**config.mk**
```make
export PLATFORM = sky130hd
export DESIGN_NAME = echo_pulse_distance_meter_core
export DESIGN_NICKNAME = d
export VERILOG_FILES = /design/src/design/epdm_pkg.sv /design/src/design/echo_pulse_distance_meter_core.sv /design/src/design/epdm_capture.sv /design/src/design/epdm_convert.sv
export SDC_FILE = /design/constraint.sdc
export NUM_CORES = 2
export LEC_CHECK = 0
export BUFFER_PORTS_ARGS = -buffer_cell sky130_fd_sc_hd__buf_2
export CORE_UTILIZATION = 70
export CTS_CLUSTER_SIZE = 30
export DETAILED_ROUTE_END_ITERATION = 12
export HOLD_SLACK_MARGIN = 0.05
export PLACE_DENSITY = 0.87
export SLEW_MARGIN = 10
export SYNTH_ARGS = -nofsm -noshare
export SYNTH_HDL_FRONTEND = slang
export SYNTH_HIERARCHICAL = 1
export SYNTH_SLANG_ARGS = --single-unit
```
**constraint.sdc**
```tcl
create_clock -name clk_i -period 12.3 [get_ports clk_i]
set_input_delay 0.615 -clock clk_i [delete_from_list [all_inputs] [get_ports clk_i]]
set_output_delay 0.615 -clock clk_i [all_outputs]
set_load 0.03 [all_outputs]
```
**src/design/epdm_pkg.sv**
```systemverilog
// Shared constants, codes and types of the echo pulse distance meter.
// Used by epdm_capture, epdm_convert and echo_pulse_distance_meter_core.
`timescale 1ns / 1ps

package epdm_pkg;

  localparam int unsigned TimerBits   = 16;
  localparam int unsigned OvfBits     = 16;
  localparam int unsigned TickBits    = OvfBits + TimerBits;
  localparam int unsigned ScaleBits   = 16;
  localparam int unsigned MinBits     = 9;
  localparam int unsigned DistBits    = 10;
  localparam int unsigned ProdBits    = TickBits + ScaleBits;
  localparam int unsigned CfgIdxBits  = 2;
  localparam int unsigned CfgDataBits = 16;
  localparam int unsigned InDataBits  = 16;
  localparam int unsigned OutDataBits = 16;

  // Request kinds carried in the slave-side tuser.
  localparam logic [1:0] REQ_OVERFLOW = 2'd0;
  localparam logic [1:0] REQ_CAPTURE  = 2'd1;
  localparam logic [1:0] REQ_READ     = 2'd2;

  // Configuration register indexes.
  localparam logic [CfgIdxBits-1:0] CFG_MIN   = 2'd0;
  localparam logic [CfgIdxBits-1:0] CFG_MAX   = 2'd1;
  localparam logic [CfgIdxBits-1:0] CFG_SCALE = 2'd2;

  localparam logic [MinBits-1:0]   MinReset   = 9'd2;
  localparam logic [DistBits-1:0]  MaxReset   = 10'd400;
  localparam logic [ScaleBits-1:0] ScaleReset = 16'd8645;

  // Division by one million is split into a shift by 2^6 and a division
  // by 15625. Any product at or above 1024 million gives a distance beyond
  // every legal maximum, so only the low 30 bits of the product ever need
  // to be divided.
  localparam longint unsigned TicksPerMillion = 64'd1000000;
  localparam int unsigned     LowProdBits     = 30;
  localparam int unsigned     DivShift        = 6;
  localparam longint unsigned OddDiv          = 64'd15625;
  localparam int unsigned     QuotInBits      = LowProdBits - DivShift;
  localparam int unsigned     RecipShift      = QuotInBits + 14;
  localparam int unsigned     RecipBits       = 25;
  localparam int unsigned     QProdBits       = QuotInBits + RecipBits;

  // Rounded-up reciprocal; its error is below 2^(RecipShift - QuotInBits),
  // so the shifted product is the exact floor for every 24-bit dividend.
  localparam logic [RecipBits-1:0] Recip =
    RecipBits'(((64'd1 << RecipShift) + OddDiv - 64'd1) / OddDiv);

  localparam logic [ProdBits-1:0] ProdLimit =
    ProdBits'((64'd1 << DistBits) * TicksPerMillion);

  typedef struct packed {
    logic [MinBits-1:0]   min_dist;
    logic [DistBits-1:0]  max_dist;
    logic [ScaleBits-1:0] scale;
  } epdm_cfg_t;

  // A read request on its way to conversion: hit marks a completed pulse,
  // diff is end plus overflows minus start with the borrow on top.
  typedef struct packed {
    logic              valid;
    logic              hit;
    logic [TickBits:0] diff;
  } epdm_tick_t;

endpackage

```
**src/design/echo_pulse_distance_meter_core.sv**
```systemverilog
// Top level of the echo pulse distance meter: stream ports, configuration
// registers, capture state and conversion pipeline.
// Depends on epdm_pkg, epdm_capture and epdm_convert.
`timescale 1ns / 1ps

// Timer events enter on the slave stream, one per cycle while s_axis_tready
// is high: tuser selects an overflow tick, a capture edge or a read, and
// tdata carries the captured timer value. Only reads produce a result,
// which leaves the master stream through the capture tick register, the
// two multiply stages (ticks times scale, then a reciprocal multiply that
// divides by one million) and the result register, with tuser set when a
// completed pulse was converted and tdata holding the distance (0 when out
// of range or when no pulse was complete). The pipeline takes a new request
// every cycle as long as the master side keeps up. Ticks and captures leave
// no slot in the pipeline. Configuration writes are taken at once and must
// be made while no read is in flight.
module echo_pulse_distance_meter_core (
  input  logic                               clk_i,
  input  logic                               rst_ni,
  // Slave stream.
  input  logic                               s_axis_tvalid,
  output logic                               s_axis_tready,
  input  logic [epdm_pkg::InDataBits-1:0]    s_axis_tdata,  // [15:0] capture_value
  input  logic [1:0]                         s_axis_tuser,  // [1:0] req_type
  // Master stream.
  output logic                               m_axis_tvalid,
  input  logic                               m_axis_tready,
  output logic [epdm_pkg::OutDataBits-1:0]   m_axis_tdata,  // [9:0] distance_cm
  output logic [0:0]                         m_axis_tuser,  // [0] new_result
  // Configuration write channel.
  input  logic                               cfg_valid_i,
  output logic                               cfg_ready_o,
  input  logic [epdm_pkg::CfgIdxBits-1:0]    cfg_index_i,
  input  logic [epdm_pkg::CfgDataBits-1:0]   cfg_data_i
);
  import epdm_pkg::*;

  epdm_cfg_t           cfg_q;
  epdm_tick_t          tick;
  logic                conv_ready;
  logic                new_result;
  logic [DistBits-1:0] distance_cm;

  assign cfg_ready_o = 1'b1;

  always_ff @(posedge clk_i or negedge rst_ni) begin
    if (!rst_ni) begin
      cfg_q.min_dist <= MinReset;
      cfg_q.max_dist <= MaxReset;
      cfg_q.scale    <= ScaleReset;
    end else if (cfg_valid_i && cfg_ready_o) begin
      unique case (cfg_index_i)
        CFG_MIN:   cfg_q.min_dist <= cfg_data_i[MinBits-1:0];
        CFG_MAX:   cfg_q.max_dist <= cfg_data_i[DistBits-1:0];
        CFG_SCALE: cfg_q.scale    <= cfg_data_i[ScaleBits-1:0];
        default: begin
        end
      endcase
    end
  end

  epdm_capture u_capture (
    .clk_i           (clk_i),
    .rst_ni          (rst_ni),
    .req_valid_i     (s_axis_tvalid),
    .req_type_i      (s_axis_tuser),
    .capture_value_i (s_axis_tdata[TimerBits-1:0]),
    .next_ready_i    (conv_ready),
    .req_ready_o     (s_axis_tready),
    .tick_o          (tick)
  );

  epdm_convert u_convert (
    .clk_i        (clk_i),
    .rst_ni       (rst_ni),
    .tick_i       (tick),
    .cfg_i        (cfg_q),
    .out_ready_i  (m_axis_tready),
    .in_ready_o   (conv_ready),
    .out_valid_o  (m_axis_tvalid),
    .new_result_o (new_result),
    .distance_o   (distance_cm)
  );

  assign m_axis_tdata = {{(OutDataBits - DistBits){1'b0}}, distance_cm};
  assign m_axis_tuser = new_result;

endmodule

```
**src/design/epdm_capture.sv**
```systemverilog
// Pulse capture state of the echo pulse distance meter: overflow count,
// start and end times, and the tick difference handed on for each read.
// Depends on epdm_pkg.
`timescale 1ns / 1ps

module epdm_capture (
  input  logic                            clk_i,
  input  logic                            rst_ni,
  input  logic                            req_valid_i,
  input  logic [1:0]                      req_type_i,
  input  logic [epdm_pkg::TimerBits-1:0]  capture_value_i,
  input  logic                            next_ready_i,
  output logic                            req_ready_o,
  output epdm_pkg::epdm_tick_t            tick_o
);
  import epdm_pkg::*;

  localparam logic [1:0] PH_IDLE  = 2'd0;
  localparam logic [1:0] PH_ARMED = 2'd1;
  localparam logic [1:0] PH_DONE  = 2'd2;

  logic [1:0]           phase_q, phase_d;
  logic [TimerBits-1:0] start_q, start_d;
  logic [TimerBits-1:0] end_q, end_d;
  logic [OvfBits-1:0]   run_ovf_q, run_ovf_d;
  logic [OvfBits-1:0]   lat_ovf_q, lat_ovf_d;
  epdm_tick_t           tick_q, tick_d;
  logic                 accept;

  assign req_ready_o = ~tick_q.valid | next_ready_i;
  assign accept      = req_valid_i & req_ready_o;

  always_comb begin
    phase_d   = phase_q;
    start_d   = start_q;
    end_d     = end_q;
    run_ovf_d = run_ovf_q;
    lat_ovf_d = lat_ovf_q;
    if (accept) begin
      unique case (req_type_i)
        REQ_OVERFLOW: begin
          run_ovf_d = run_ovf_q + OvfBits'(1);
        end
        REQ_CAPTURE: begin
          if (phase_q == PH_IDLE) begin
            start_d   = capture_value_i;
            run_ovf_d = '0;
            phase_d   = PH_ARMED;
          end else if (phase_q == PH_ARMED) begin
            end_d     = capture_value_i;
            lat_ovf_d = run_ovf_q;
            phase_d   = PH_DONE;
          end
        end
        REQ_READ: begin
          if (phase_q == PH_DONE) begin
            phase_d   = PH_IDLE;
            run_ovf_d = '0;
            lat_ovf_d = '0;
          end
        end
        default: begin
        end
      endcase
    end
  end

  // The snapshot is taken from the state as it stands before this read.
  always_comb begin
    tick_d.valid = accept & (req_type_i == REQ_READ);
    tick_d.hit   = (phase_q == PH_DONE);
    tick_d.diff  = {1'b0, lat_ovf_q, end_q} - {{(OvfBits + 1){1'b0}}, start_q};
  end

  always_ff @(posedge clk_i or negedge rst_ni) begin
    if (!rst_ni) begin
      phase_q   <= PH_IDLE;
      start_q   <= '0;
      end_q     <= '0;
      run_ovf_q <= '0;
      lat_ovf_q <= '0;
      tick_q    <= '0;
    end else begin
      phase_q   <= phase_d;
      start_q   <= start_d;
      end_q     <= end_d;
      run_ovf_q <= run_ovf_d;
      lat_ovf_q <= lat_ovf_d;
      if (req_ready_o) begin
        tick_q <= tick_d;
      end
    end
  end

  assign tick_o = tick_q;

endmodule

```
**src/design/epdm_convert.sv**
```systemverilog
// Conversion pipeline: ticks times scale, division by one million through
// a reciprocal multiply, range check, and the result register.
// Depends on epdm_pkg.
`timescale 1ns / 1ps

module epdm_convert (
  input  logic                           clk_i,
  input  logic                           rst_ni,
  input  epdm_pkg::epdm_tick_t           tick_i,
  input  epdm_pkg::epdm_cfg_t            cfg_i,
  input  logic                           out_ready_i,
  output logic                           in_ready_o,
  output logic                           out_valid_o,
  output logic                           new_result_o,
  output logic [epdm_pkg::DistBits-1:0]  distance_o
);
  import epdm_pkg::*;

  // Stage two: tick count times scale.
  logic                v2_q, hit2_q, neg2_q;
  logic [ProdBits-1:0] prod2_q, prod2_d;
  // Stage three: reciprocal product.
  logic                 v3_q, hit3_q, over3_q, over3_d;
  logic [QProdBits-1:0] qprod3_q, qprod3_d;
  // Result register.
  logic                v4_q, new4_q;
  logic [DistBits-1:0] dist4_q, dist4_d;
  logic [DistBits-1:0] quot;
  logic                en2, en3, en4;

  assign en4 = ~v4_q | out_ready_i;
  assign en3 = ~v3_q | en4;
  assign en2 = ~v2_q | en3;
  assign in_ready_o = en2;

  assign prod2_d = ProdBits'(tick_i.diff[TickBits-1:0]) * ProdBits'(cfg_i.scale);

  assign over3_d  = neg2_q | (prod2_q >= ProdLimit);
  assign qprod3_d = QProdBits'(prod2_q[LowProdBits-1:DivShift]) * QProdBits'(Recip);

  // Below the product limit the quotient always fits the distance width.
  assign quot = qprod3_q[RecipShift +: DistBits];

  always_comb begin
    dist4_d = '0;
    if (hit3_q && !over3_q && (quot >= DistBits'(cfg_i.min_dist))
        && (quot <= cfg_i.max_dist)) begin
      dist4_d = quot;
    end
  end

  always_ff @(posedge clk_i or negedge rst_ni) begin
    if (!rst_ni) begin
      v2_q <= 1'b0;
      v3_q <= 1'b0;
      v4_q <= 1'b0;
    end else begin
      if (en2) begin
        v2_q <= tick_i.valid;
      end
      if (en3) begin
        v3_q <= v2_q;
      end
      if (en4) begin
        v4_q <= v3_q;
      end
    end
  end

  always_ff @(posedge clk_i) begin
    if (en2) begin
      hit2_q  <= tick_i.hit;
      neg2_q  <= tick_i.diff[TickBits];
      prod2_q <= prod2_d;
    end
    if (en3) begin
      hit3_q   <= hit2_q;
      over3_q  <= over3_d;
      qprod3_q <= qprod3_d;
    end
    if (en4) begin
      new4_q  <= hit3_q;
      dist4_q <= dist4_d;
    end
  end

  assign out_valid_o  = v4_q;
  assign new_result_o = new4_q;
  assign distance_o   = dist4_q;

endmodule
```
==> results.json <==
{
  "status": "finished, final reports clean",
  "grt_antenna_before_repair": 5,
  "crit_arrival_ns": 7.50,
  "cp_max_fo": 7,
  "drt_pre_antenna_iters": 6,
  "drv_slew": 0,
  "drc": 0,
  "core_area_mm2": 0.0500,
  "viasPerCell": 5.94,
  "critical_path.max_stage_delay_ns": 0.59,
  "skew_ns": 0.0174,
  "relSlewSlack": 0.176,
  "numClockSinks": 212,
  "cts_resized": 0,
  "cap_violations": 0,
  "async_flop_share": 0.656,
  "grt_overflow": 0,
  "setup_viol": 0,
  "synth_enable_flop_cells": 73,
  "seq_area_frac_synth": 0.161,
  "final_cell_mix": "inv_1, fa_1, nand2_1",
  "hp-class": "in2async",
  "start_util": 0.708,
  "cp_slowest_cell": "fa_1",
  "final.min_clock_period_ns": 7.21,
  "cts_max_level": 1,
  "crit_type": "reg2reg",
  "setup-tns-final_ns": 0,
  "nNetsFinal": 4690,
  "grt_max_degree": 73,
  "area_growth_syn_to_layout_pct": 4.47,
  "end_kind": "flip-flop",
  "numPortBuffers": 53,
  "post-route-period-util": 0.586,
  "fp-row-count": 82,
  "clkLatencyLatePin_ns": 0.55,
  "clock-root-buffer": "clkbuf_16",
  "grt.total_usage": 0.351,
  "worstRegToRegCells": 20,
  "cts_inserted_buffers": 24,
  "syn_area_mm2": 0.0354,
  "io_pins": 61,
  "crit_family": "adder cells",
  "cts_setup_buffers": 0,
  "initialDrtViolationCount": 1999,
  "tightest_slew_ns": 1.24,
  "num_vias": 25700,
  "cts_max_path_buffers": 3,
  "die_h_um": 227,
  "dpl.hpwl_mm": 68.6,
  "dieArea_mm2": 0.0514,
  "grt_pass1_vias": 27500,
  "required_ns": 12.59,
  "grt_pass1_wl_mm": 139,
  "synthCells": 3654,
  "cts_tree": "built",
  "final_layout_size_suffix_gt1_frac": 0.0579,
  "synthFlopType": "dfrtp_1",
  "die_w_um": 227,
  "critPathLaunchType": "flip-flop",
  "yosys_warnings": 6,
  "ys_types": 92,
  "syn_area_per_cell_um2": 9.68,
  "drt_wl_total_mm": 86.9,
  "synth-seq-cells": 212,
  "critPathBufInv": 4,
  "postRouteAntennaNets": 0,
  "r2r_start": "u_convert/prod2_q[18]",
  "crit_chain": "fa_1 -> inv_1 -> fa_1 -> inv_1 -> fa_1 -> fa_1 -> fa_1 -> fa_1 -> inv_1 -> fa_1 -> inv_1 -> ha_1 -> nand3_1 -> nor4_1 -> nand3_1 -> a21oi_1 -> and4bb_2 -> o21ai_0 -> a21oi_1 -> xnor2_1",
  "rsz0062_at_grt": "no",
  "final_common_cell": "inv_1",
  "fmax_mhz": 139,
  "hold_viol_final": 0,
  "place.gp.congestion": 1.00,
  "rrSetupSlack_ns": 5.09,
  "path_clk_slew_ns": 0.06,
  "reg2reg_to": "u_convert/qprod3_q[46]",
  "crit_top_cell": "fa_1",
  "wl_per_cell_um": 20.1,
  "hold_buffers": 0
}
-- flip-flops by register name, indices dropped and copies added, names as in the netlist, 2 cells and up --
name	cells
u_convert/distance_o	10
u_capture/tick_o	35
u_convert/prod2_q	48
u_capture/lat_ovf_q	16
cfg_q	35
u_capture/start_q	16
u_capture/end_q	16
u_capture/run_ovf_q	16
u_capture/phase_q	2
u_convert/qprod3_q	10
-- synth_stat cells, types with 25 or more instances --
master      n  share of area
inv_1     832          0.088
fa_1      630           0.36
nand2_1   438          0.046
ha_1      391           0.14
and2_1    219          0.039
dfrtp_1   129          0.091
a21oi_1   116          0.016
clkbuf_1  103          0.011
o21ai_0   101          0.014
edfxtp_1   73          0.062
nor2_1     69         0.0073
xnor2_1    59          0.015
a21o_1     48          0.010
mux2_2     42          0.013
xor2_1     42          0.010
nand3_1    32         0.0045
nor3_1     29         0.0041
nand2b_1   25         0.0044
-- worst reg2reg max path, delay by kind of cell (launching register included) --
family	cells	cell delay [ns]
XOR/XNOR	1	0.15
adder cells (fa/ha/maj)	8	4.04
buffers and inverters	4	0.25
AND/OR/NAND/NOR	4	1.21
flip-flops	1	0.55
AO/OA/AOI/OAI	3	0.77
-- metal layers --
| layer | track usage | vias to the layer above | routed length [um] |
|---|---|---|---|
| li1 | - | 11300 | - |
| met1 | 0.452 | 12800 | 33500 |
| met5 | 0 | - | 22 |
| met3 | 0.0711 | 309 | 7550 |
| met4 | 0.143 | 4 | 3710 |
| met2 | 0.580 | 1273 | 42100 |
-- area by class of cell --
| class | instances | area (um^2) |
|---|---|---|
| Multi-Input combinational cell | 2492 | 26100 |
| Inverter | 832 | 3120 |
| Sequential cell | 212 | 5680 |
| Clock inverter | 15 | 201 |
| Clock buffer | 29 | 671 |
| Tap cell | 672 | 841 |
| Timing Repair Buffer | 66 | 369 |
| Fill cell | 3346 | 13000 |
| Antenna cell | 2 | 5.00 |
-- worst max path at each step --
stage,from,endpoint,slack (ns),cells after the start
6_report,u_convert/prod2_q[18],u_convert/qprod3_q[46],5.09,20
5_1_grt,u_convert/prod2_q[18],u_convert/qprod3_q[46],4.88,20
4_1_cts,u_convert/prod2_q[18],u_convert/qprod3_q[46],5.09,20
3_5_place_dp,u_convert/prod2_q[18],u_convert/qprod3_q[46],5.08,20
3_3_place_gp,u_convert/prod2_q[18],u_convert/qprod3_q[46],5.19,20
2_1_floorplan,u_convert/prod2_q[18],u_convert/qprod3_q[46],6.14,20
-- metrics by stage --
stage,hold slack [ns],util,cell area [um^2],cells,setup WS [ns]
after floorplan,0.319,-,35400,3659,6.14
after global placement,0.403,0.722,36100,4274,5.19
after detailed placement,0.424,0.722,36100,4274,5.08
after CTS,0.0817,0.740,37000,4318,5.09
after global routing,0.120,0.740,37000,4319,4.88
final,0.0655,0.740,37000,4320,5.09
-- logic make-up after synthesis --
kind of cell,after synthesis,synth area share
adder cells (fa/ha/maj),1021,0.495
buffers and inverters,955,0.103
AND/OR/NAND/NOR,929,0.129
AO/OA/AOI/OAI,381,0.0690
flip-flops,212,0.161
XOR/XNOR,101,0.0250
multiplexers,53,0.0180
other,2,0.000212
Power is not shown: default switching activity piles up to over one toggle a cycle in this logic, so the estimate is an artifact.
